==> src/rtl/core/ppr_pkg.sv <==
// Shared types, constants and the control store of the path reconstruction block.
package ppr_pkg;

  localparam int unsigned NodeW   = 6;
  localparam int unsigned CountW  = 7;
  localparam int unsigned StepW   = 4;
  localparam int unsigned TableAw = 2 * NodeW;

  localparam logic [CountW-1:0] MaxNodes      = CountW'(64);
  localparam logic [CountW-1:0] NodeCountRst  = CountW'(64);
  localparam logic [CountW-1:0] NoNode        = '1;

  // Control store addresses
  localparam logic [StepW-1:0] StepIdle     = StepW'(0);
  localparam logic [StepW-1:0] StepDispatch = StepW'(1);
  localparam logic [StepW-1:0] StepRange    = StepW'(2);
  localparam logic [StepW-1:0] StepSame     = StepW'(3);
  localparam logic [StepW-1:0] StepPushTgt  = StepW'(4);
  localparam logic [StepW-1:0] StepLoop     = StepW'(5);
  localparam logic [StepW-1:0] StepFull     = StepW'(6);
  localparam logic [StepW-1:0] StepCheck    = StepW'(7);
  localparam logic [StepW-1:0] StepPush     = StepW'(8);
  localparam logic [StepW-1:0] StepPop      = StepW'(9);
  localparam logic [StepW-1:0] StepEmit     = StepW'(10);
  localparam logic [StepW-1:0] StepNext     = StepW'(11);
  localparam logic [StepW-1:0] StepErr      = StepW'(12);
  localparam logic [StepW-1:0] StepSingle   = StepW'(13);
  localparam logic [StepW-1:0] StepWrite    = StepW'(14);

  typedef enum logic [3:0] {
    CondNext,
    CondAlways,
    CondNoStart,
    CondOpWrite,
    CondRangeBad,
    CondSameNode,
    CondAtSource,
    CondDepthFull,
    CondPredBad,
    CondDepthZero
  } cond_e;

  typedef struct packed {
    cond_e            cond;
    logic [StepW-1:0] target;
    logic             load;
    logic             push_tgt;
    logic             rd_pred;
    logic             push_pred;
    logic             pop;
    logic             emit_path;
    logic             emit_single;
    logic             single_err;
    logic             clr_depth;
    logic             wr_pred;
  } ctrl_t;

  typedef struct packed {
    logic op_write;
    logic range_bad;
    logic same_node;
    logic at_source;
    logic depth_full;
    logic pred_bad;
    logic depth_zero;
  } status_t;

  function automatic ctrl_t ucode(input logic [StepW-1:0] step);
    ctrl_t w;
    w             = '0;
    w.cond        = CondNext;
    w.target      = StepIdle;
    case (step)
      StepIdle: begin
        w.load   = 1'b1;
        w.cond   = CondNoStart;
        w.target = StepIdle;
      end
      StepDispatch: begin
        w.cond   = CondOpWrite;
        w.target = StepWrite;
      end
      StepRange: begin
        w.cond   = CondRangeBad;
        w.target = StepErr;
      end
      StepSame: begin
        w.cond   = CondSameNode;
        w.target = StepSingle;
      end
      StepPushTgt: begin
        w.push_tgt = 1'b1;
      end
      StepLoop: begin
        w.cond   = CondAtSource;
        w.target = StepPop;
      end
      StepFull: begin
        w.rd_pred = 1'b1;
        w.cond    = CondDepthFull;
        w.target  = StepErr;
      end
      StepCheck: begin
        w.rd_pred = 1'b1;
        w.cond    = CondPredBad;
        w.target  = StepErr;
      end
      StepPush: begin
        w.push_pred = 1'b1;
        w.cond      = CondAlways;
        w.target    = StepLoop;
      end
      StepPop: begin
        w.pop = 1'b1;
      end
      StepEmit: begin
        w.emit_path = 1'b1;
        w.cond      = CondDepthZero;
        w.target    = StepIdle;
      end
      StepNext: begin
        w.cond   = CondAlways;
        w.target = StepPop;
      end
      StepErr: begin
        w.emit_single = 1'b1;
        w.single_err  = 1'b1;
        w.clr_depth   = 1'b1;
        w.cond        = CondAlways;
        w.target      = StepIdle;
      end
      StepSingle: begin
        w.emit_single = 1'b1;
        w.clr_depth   = 1'b1;
        w.cond        = CondAlways;
        w.target      = StepIdle;
      end
      StepWrite: begin
        w.wr_pred = 1'b1;
        w.cond    = CondAlways;
        w.target  = StepIdle;
      end
      default: begin
        w.cond   = CondAlways;
        w.target = StepIdle;
      end
    endcase
    return w;
  endfunction

endpackage

==> src/rtl/core/ppr_seq.sv <==
// Step counter and control store lookup with conditional jumps.
module ppr_seq (
  input  logic                           clk_i,
  input  logic                           rst_ni,
  input  logic                           start,
  input  ppr_pkg::status_t               status_i,
  output ppr_pkg::ctrl_t                 ctrl_o,
  output logic                           busy
);

  logic [ppr_pkg::StepW-1:0] pc_q, pc_d;
  ppr_pkg::ctrl_t            ctrl;
  logic                      take;

  assign ctrl   = ppr_pkg::ucode(pc_q);
  assign ctrl_o = ctrl;
  assign busy   = (pc_q != ppr_pkg::StepIdle);

  always_comb begin
    case (ctrl.cond)
      ppr_pkg::CondNext:      take = 1'b0;
      ppr_pkg::CondAlways:    take = 1'b1;
      ppr_pkg::CondNoStart:   take = !start;
      ppr_pkg::CondOpWrite:   take = status_i.op_write;
      ppr_pkg::CondRangeBad:  take = status_i.range_bad;
      ppr_pkg::CondSameNode:  take = status_i.same_node;
      ppr_pkg::CondAtSource:  take = status_i.at_source;
      ppr_pkg::CondDepthFull: take = status_i.depth_full;
      ppr_pkg::CondPredBad:   take = status_i.pred_bad;
      ppr_pkg::CondDepthZero: take = status_i.depth_zero;
      default:                take = 1'b1;
    endcase
    pc_d = take ? ctrl.target : pc_q + ppr_pkg::StepW'(1);
  end

  always_ff @(posedge clk_i or negedge rst_ni) begin
    if (!rst_ni) begin
      pc_q <= ppr_pkg::StepIdle;
    end else begin
      pc_q <= pc_d;
    end
  end

endmodule

==> config.mk <==
export PLATFORM = sky130hd
export DESIGN_NAME = ppr_seq
export DESIGN_NICKNAME = d
export VERILOG_FILES = /design/src/rtl/core/ppr_pkg.sv /design/src/rtl/core/ppr_seq.sv
export SDC_FILE = /design/constraint.sdc
export NUM_CORES = 1
export LEC_CHECK = 0
export BUFFER_PORTS_ARGS = -buffer_cell sky130_fd_sc_hd__buf_2
export CAP_MARGIN = 20
export CORE_MARGIN = 1.5
export CORE_UTILIZATION = 45
export DETAILED_ROUTE_END_ITERATION = 10
export HOLD_SLACK_MARGIN = 0.03
export PLACE_DENSITY_LB_ADDON = 0.3
export SLEW_MARGIN = 25
export SYNTH_ARGS = -nofsm -noshare
export SYNTH_HDL_FRONTEND = slang
export SYNTH_SLANG_ARGS = --single-unit
export TNS_END_PERCENT = 30
==> constraint.sdc <==
create_clock -name clk_i -period 2.7 [get_ports clk_i]
set_clock_uncertainty 0.05 [all_clocks]
set_input_delay 0.27 -clock clk_i [delete_from_list [all_inputs] [get_ports clk_i]]
set_output_delay 0.27 -clock clk_i [all_outputs]
set_load 0.05 [all_outputs]
After elaboration in Yosys (flattened, before gate mapping). Cells that the tools add are included.

$add $sub $neg: 1. Equality and inequality tests: 22. Muxes and demuxes: 12. Reductions and logical operators: 7.

Operators by type and width (count): $pmux 8 s11 (1); $eq 4x4->1 const B (9); $eq 4x3->1 const B (8); $eq 4x2->1 const B (4); $mux 1 (9); $pmux 1 s9 (1); $logic_not 4->1 (2); $reduce_or 2->1 (3); $add 4x1->4 const B (1); $eq 4x1->1 const B (1); $mux 4 (1); $reduce_bool 4->1 (1); $logic_not 1->1 (1).

Bits in registers: 4. Input port bits: 10. Output and inout port bits: 19. Word-level logic and storage cells: 43.

Depth between registers and ports, before layout. Gate-level depths: netlist of the first run.

Word-level depth: 6. Gate-level depth with buffers: 8. Mapped depth without buffers: 8.

Worst setup path after synthesis of the first run. OpenSTA, ideal clock, no wires.

Path kind: flip-flop to flip-flop. Start point: register pc_q[0] (netlist bit). End point: register pc_q[3] (netlist bit). Library setup time: 0.128 ns. Data arrival time: 2.340 ns. Data required time: 2.522 ns. Path slack: 0.182 ns. Stages on the path, launching flop included: 9. Path buffers: 0. Clock period less this slack: 2.518 ns. Cells stage by stage: dfrtp_1 -> inv_1 -> ha_1 -> nor2_1 -> and4b_1 -> a21oi_2 -> o2111ai_2 -> o31ai_4 -> mux2_4.

RTL lines: start, declared (line ppr_seq.sv:11) `logic [ppr_pkg::StepW-1:0] pc_q, pc_d;`; start signal, assigned (line ppr_seq.sv:38) `pc_q <= ppr_pkg::StepIdle;`; start signal, assigned (line ppr_seq.sv:40) `pc_q <= pc_d;`.

Final worst setup path of the first run.
Start point: register pc_q[0] (netlist bit). End point: register pc_q[0] (netlist bit).

Cells in the longest elaborated chain, start to end: 6. Elaborated cells on any way between the ends: 26. Classes of those cells: 1 x add/sub; 19 x eq/ne; 3 x mux; 3 x reduce/logical.

Ends and longest elaborated chain: $eq 4x4->1 or $eq 4x3->1 (tied branches) (line ppr_pkg.sv:73) `case (step)`; $reduce_or 2->1 (no line); $pmux 8 s11 (line ppr_pkg.sv:73); $eq 4x4->1 (tied with other cells) (line ppr_seq.sv:20) `case (ctrl.cond)`; $pmux 1 s9 (line ppr_seq.sv:20); $mux 4 (*) (line ppr_seq.sv:33) `pc_d = take ? ctrl.target : pc_q + ppr_pkg::StepW'(1);`; named net pc_d (one bit) (line ppr_seq.sv:11).

The timed path passes the listed nets; every way through them passes the cells marked *.

==> summary.txt, run 1 <==
Timing
  • Final setup vio count: 0
  • Final worst path period share: 87.7%
  • Least-Margin Pin Slew: 0.540 ns
  • Period minus WS final: 2.37 ns
  • Final Hold Fails: 0
  • Setup WS post-layout: approximately 0.33 ns
  • Total negative setup slack: 0 ns
  • RSZ-0062 raised after global routing: false
  • Slew Viols, Final: 0
  • Slew Limit Headroom: around 64%
  • Fmax: around 0.42 GHz

Die
  • Die width: 41.4 um
  • Io pins: 29
  • Total Die Area: 1710 um2
  • Initial Util: 49.7%
  • Row cnt: 13
  • Die Ht: ~41 um
  • Core area: roughly 1300 um2

Placed design
  • Routability cong.: roughly 0.76
  • Port Buffers: 28
  • Worst slack, placed: 0.383 ns
  • Post-Place Cells: 116
  • Placement Cell Area: around 790 um2
  • HPWL after detailed placement: 1250 um

Job
  • Max capacitance violation total: 0

Finish
  • Share of post-route cells with drive strength above 1: between 40 and 50%
  • Final Instance Area: 820 um2
  • # diodes: 0
  • Biggest register: pc_q
  • Non-filler instance count after layout: 120
  • Final net count: 122
  • Leading registers by flop count: pc_q: 4 flops
  • Synth-to-layout area growth: 23.6%
  • Max reg flops: 4

Synthesis
  • Avg Cell Area, Syn: 8.50 um2
  • Synth Instances: 78
  • Synthesized area: 663 um2
  • Synth Net Count: 93
  • Yosys Warn Count: 0
  • Yosys reg bits: 4
  • Post-synthesis sequential area ratio: 15.1%
  • Number of distinct library cells after synthesis: 40

Global routing
  • Gr usage total: about a fifth
  • GR Overflow Total: 0
  • Largest net degree at the start of global routing: 19
  • Number of global-route vias before repair: 514
  • Initial antenna violation count: 0
  • First-pass GRT wire length: 2260 um

Clock network
  • Sink Count: 4
  • H-tree depth: 1
  • Clk root buf: clkbuf_4
  • CTS Buf Count: 3
  • Clock Latency Late Sink: about 0.24 ns
  • Postcts setup bufs: 0
  • CTS Buffer Depth: 2
  • CTS clk-pin slew, worst paths: ~0.040 ns
  • TritonCTS clock tree: built

Route
  • DR vias/cell: 5.29
  • Vias: 635
  • 1st-pass router iterations: 3
  • Post-DRT Antenna Nets: 0
  • Iter 0 DRT Violations: 8
  • Final routed DRC violation total: 0
  • DRT Wirelength: between 1500 and 2000 um
  • WL/cell: around 13 um

Min path
  • Hold Path Class: input port to asynchronous set/reset pin

Worst setup path
  • Crit path DAT: roughly 2.4 ns
  • Worst setup SP type: flip-flop
  • Worst setup path class: flip-flop to flip-flop
  • CP endpoint kind: flip-flop
  • Critical path required time: around 2.8 ns
  • Crit Path Max Fanout: 6

Status
  • Outcome: complete, no violations
## logic make-up (layout without fill, tap and decap cells)
kind of cell,count (synthesis),after routing,synth area share (%)
AND/OR/NAND/NOR,29,29,25.1
AO/OA/AOI/OAI,21,21,27.4
buffers and inverters,12,39,9.81
adder cells (fa/ha/maj),5,5,9.43
multiplexers,5,5,10.6
flip-flops,4,4,15.1
XOR/XNOR,2,2,2.64
## what timing repair did
action | in CTS | in global routing
endpoints found under the hold margin | 4 | 0
hold buffers | 1 | 0
gates resized for setup | 0 | 0
## final timing paths
check | startpoint | end | slack (ns) | cells past startpoint
max | pc_q[0] | pc_q[0] | 0.33 | 8
max reg2reg | pc_q[0] | pc_q[0] | 0.33 | 8
min reg2reg | pc_q[0] | pc_q[0] | 0.71 | 2
min | rst_ni | pc_q[2] | 0.31 | 2
min in group clk_i | status_i[1] | pc_q[3] | 0.54 | 5
max in group asynchronous | rst_ni | pc_q[1] | 2.16 | 2
## placed cells by master (no fill, tap or decap), types with 3 or more instances in the layout
| cell | instances |
|---|---|
| dfrtp_1 | 4 |
| a21oi_1 | 6 |
| mux2_4 | 4 |
| clkbuf_4 | 3 |
| nor2_1 | 6 |
| nand2_1 | 5 |
| ha_1 | 5 |
| nor2b_1 | 4 |
| buf_2 | 28 |
| inv_1 | 6 |
## critical path: stages (launching register included)
cell and delay (ns):
dfrtp_1 0.41, inv_1 0.15, ha_1 0.31, nand2_1 0.15, a31oi_4 0.27, mux2i_1 0.27
o2111ai_2 0.15, o31ai_4 0.14, mux2_4 0.34
## stage by stage
| stage | hold WS [ns] | utilization (%) |
|---|---|---|
| 6_report | 0.315 | 61.4 |
| 5_1_grt | 0.327 | 61.4 |
| 4_1_cts | 0.312 | 61.4 |
| 3_5_place_dp | 0.0346 | 59.0 |
| 3_3_place_gp | 0.0291 | 59.0 |
| 2_1_floorplan | -0.0756 | - |
## metal layers
layer | GRT usage [%] | vias to the layer above | wire length (um)
li1 | - | 326 | -
met1 | 27.7 | 296 | 775
met5 | 0 | - | 0
met4 | 12.1 | 0 | 0
met2 | 32.0 | 13 | 764
met3 | 4.79 | 0 | 42
## Yosys cell counts, drive strengths merged
library cell  count  area share (%)
o21ai             4             4.2
o21bai            1             1.1
buf               5             5.8
or2               1            0.94
and3              2             2.1
ha                5             9.4
mux2              4             9.1
o31ai             1             3.2
o22ai             1            0.94
a21oi             7             5.8
a22o              1             1.3
o211a             1             1.5
xnor2             1             1.3
mux2i             1             1.5
clkbuf            1            0.57
xor2              1             1.3
nand2             5             2.8
inv               6             3.4
nand4             1            0.94
o2111ai           1             2.3
nand2b            2             3.0
and2              4             4.1
dfrtp             4              15
a21o              1             1.1
a31oi             1             3.2
a211o             1             1.3
nor4              1            0.94
nand3             1            0.75
and4b             1             1.5
nor3              1            0.75
nor2              6             3.4
a2bb2oi           1             1.3
nor2b             4             3.8
## cell type report
class / count / area, um2
Clock buffer: 3 / 22.5
Fill cell: 121 / 514
Inverter: 6 / 22.5
Multi-Input combinational cell: 62 / 498
Sequential cell: 4 / 100
Tap cell: 15 / 18.8
Timing Repair Buffer: 30 / 158
Power of run 1 is not shown: default switching activity piles up to over one toggle a cycle in this logic, so the estimate is an artifact.
==> inputs of run 2 (changes only) <==
GPL_ROUTABILITY_DRIVEN = 1   (was unset)
clock period = 2.25 ns   (was 2.7 ns; I/O delays follow)
==> run 2 against run 1 <==
Net effect:
- the run now ends with setup timing left
- first-iteration DRC count up 63%
- highest routed layer is now met4
- sequential cell count did not move
- die area unchanged
- sequential share of layout area decreased by 1.3 points
- global-route usage up 0.37 points
- critical path depth is 1 lower
- utilization up 9.0 points
- fmax rose by 5.1%
- register-to-register slack worse by 0.34 ns
- critical endpoint is now pc_q[1]
- hold slack worse by 0.033 ns
- final area up 15%
- cell count is 5.8% higher
==> summary.txt, run 2 (synthesized netlist as in run 1, its figures left out) <==
Timing
  • Period minus WS final: 2.25 ns
  • Slew Viols, Final: 0
  • Final Hold Fails: 0
  • Final worst path period share: 100%
  • Hold Slack: 0.282 ns
  • Final setup vio count: 2
  • Slew Limit Headroom: between 60% and 70%
  • Least-Margin Pin Slew: roughly 0.47 ns
  • Fmax: between 0.4 and 0.5 GHz
  • Setup WS post-layout: -0.00407 ns

Clock network
  • Clk root buf: clkbuf_4
  • CTS clk-pin slew, worst paths: 0.04 ns
  • CTS Buffer Depth: 2
  • Sink Count: 4
  • TritonCTS clock tree: built
  • H-tree depth: 1
  • Clock Latency Late Sink: 0.23 ns
  • CTS Buf Count: 3

Job
  • Max capacitance violation total: 0

Die
  • Row cnt: 13
  • Initial Util: 49.7%
  • Total Die Area: 1710 um2
  • Core area: 1330 um2
  • Io pins: 29
  • Die width: approximately 41 um
  • Die Ht: 41.4 um

Route
  • Post-DRT Antenna Nets: 0
  • DRT Wirelength: 1880 um
  • 1st-pass router iterations: 4
  • WL/cell: between 10 and 15 um
  • Iter 0 DRT Violations: 13
  • DR vias/cell: 5.53
  • Final routed DRC violation total: 0
  • Vias: 702

Status
  • Outcome: finished, violations left
  • Violated checks: setup timing

Placed design
  • HPWL after detailed placement: 1280 um
  • Port Buffers: 28
  • Worst slack, placed: 0.0177 ns
  • Post-Place Cells: 120
  • Routability cong.: 0.867

Worst setup path
  • Crit Path Max Fanout: 8
  • Critical R2R Launch: pc_q[0]
  • Worst setup SP type: flip-flop
  • CP endpoint kind: flip-flop
  • Crit path DAT: around 2.3 ns
  • Worst reg2reg setup slack: -0.004 ns
  • Critical path required time: 2.31 ns
  • FF-to-FF End: pc_q[1]
  • Worst setup path class: flip-flop to flip-flop
  • R2R cell count: 7

Finish
  • Max reg flops: 4
  • Commonest cells after routing, fill and taps aside: 28 x buf_2, 8 x buf_4, 6 x nor2_1, 6 x a21oi_1, 5 x nand2_1
  • Fillers: just over 90
  • Most common cell after layout, fill and taps aside: buf_2
  • Synth-to-layout area growth: 41.7%
  • Leading registers by flop count: pc_q: 4 flops
  • Final net count: 129
  • # diodes: 0
  • Biggest register: pc_q
  • Share of post-route cells with drive strength above 1: between 50% and 60%
  • Non-filler instance count after layout: 127

Min path
  • Hold Path Class: input port to asynchronous set/reset pin

Global routing
  • Initial antenna violation count: 0
  • Number of global-route vias before repair: roughly 530
  • Gr usage total: 21.7%
  • First-pass GRT wire length: 2370 um
  • Largest net degree at the start of global routing: 17
  • GR Overflow Total: 0
==> run 2: routing by layer <==
layer / GRT usage (%) / vias up / part of all wire [%]
met5: 0 / - / 0
met2: 36.3 / 33 / 51
li1: - / 341 / -
met3: 3.19 / 8 / 5.1
met1: 27.2 / 320 / 42
met4: 9.68 / 0 / 2.5
==> run 2: cell type report <==
| class | instances | area, um2 | area share, % |
|---|---|---|---|
| inverters | 6 | 25.0 | 2.66 |
| well taps | 15 | 18.8 | 2.00 |
| multi-input cells | 62 | 561 | 59.7 |
| flip-flops and latches | 4 | 103 | 10.9 |
| repair buffers | 37 | 210 | 22.4 |
| clock buffers | 3 | 22.5 | 2.40 |
==> run 2: metrics by stage <==
stage	instance area [um2]	TNS, ns	util, %
floorplan	713	-0.132	-
global placement	867	0	65.0
detailed placement	867	0	65.0
CTS	902	0	67.6
global route	940	-0.106	70.5
finish	940	-0.00501	70.5
==> run 2: how the worst max path moves through the flow <==
stage / start / slack, ns / cells past startpoint / endpoint
6_report: pc_q[0] / -0.004 / 7 / pc_q[1]
5_1_grt: pc_q[0] / -0.03 / 7 / pc_q[1]
4_1_cts: pc_q[1] / 0.07 / 7 / pc_q[0]
3_5_place_dp: pc_q[1] / 0.02 / 6 / pc_q[1]
3_3_place_gp: pc_q[1] / 0.09 / 6 / pc_q[0]
2_1_floorplan: pc_q[0] / -0.03 / 8 / pc_q[0]
==> run 2: timing repair <==
item                                    CTS  global route
hold endpoints to repair                  4             0
setup buffers                             0             3
pin swaps                                 0             3
gates resized for setup                   1             4
hold buffers                              1             0
endpoints found under the setup margin    1             4
==> run 2: critical path: stages, from the launching register on <==
cell       delay [ns]
dfrtp_2          0.45
buf_4            0.16
ha_4             0.18
nor2_1           0.11
a2bb2oi_1        0.32
a21oi_4          0.12
o31ai_4          0.39
mux2_4           0.34
Power of run 2 is left out for the same reason.
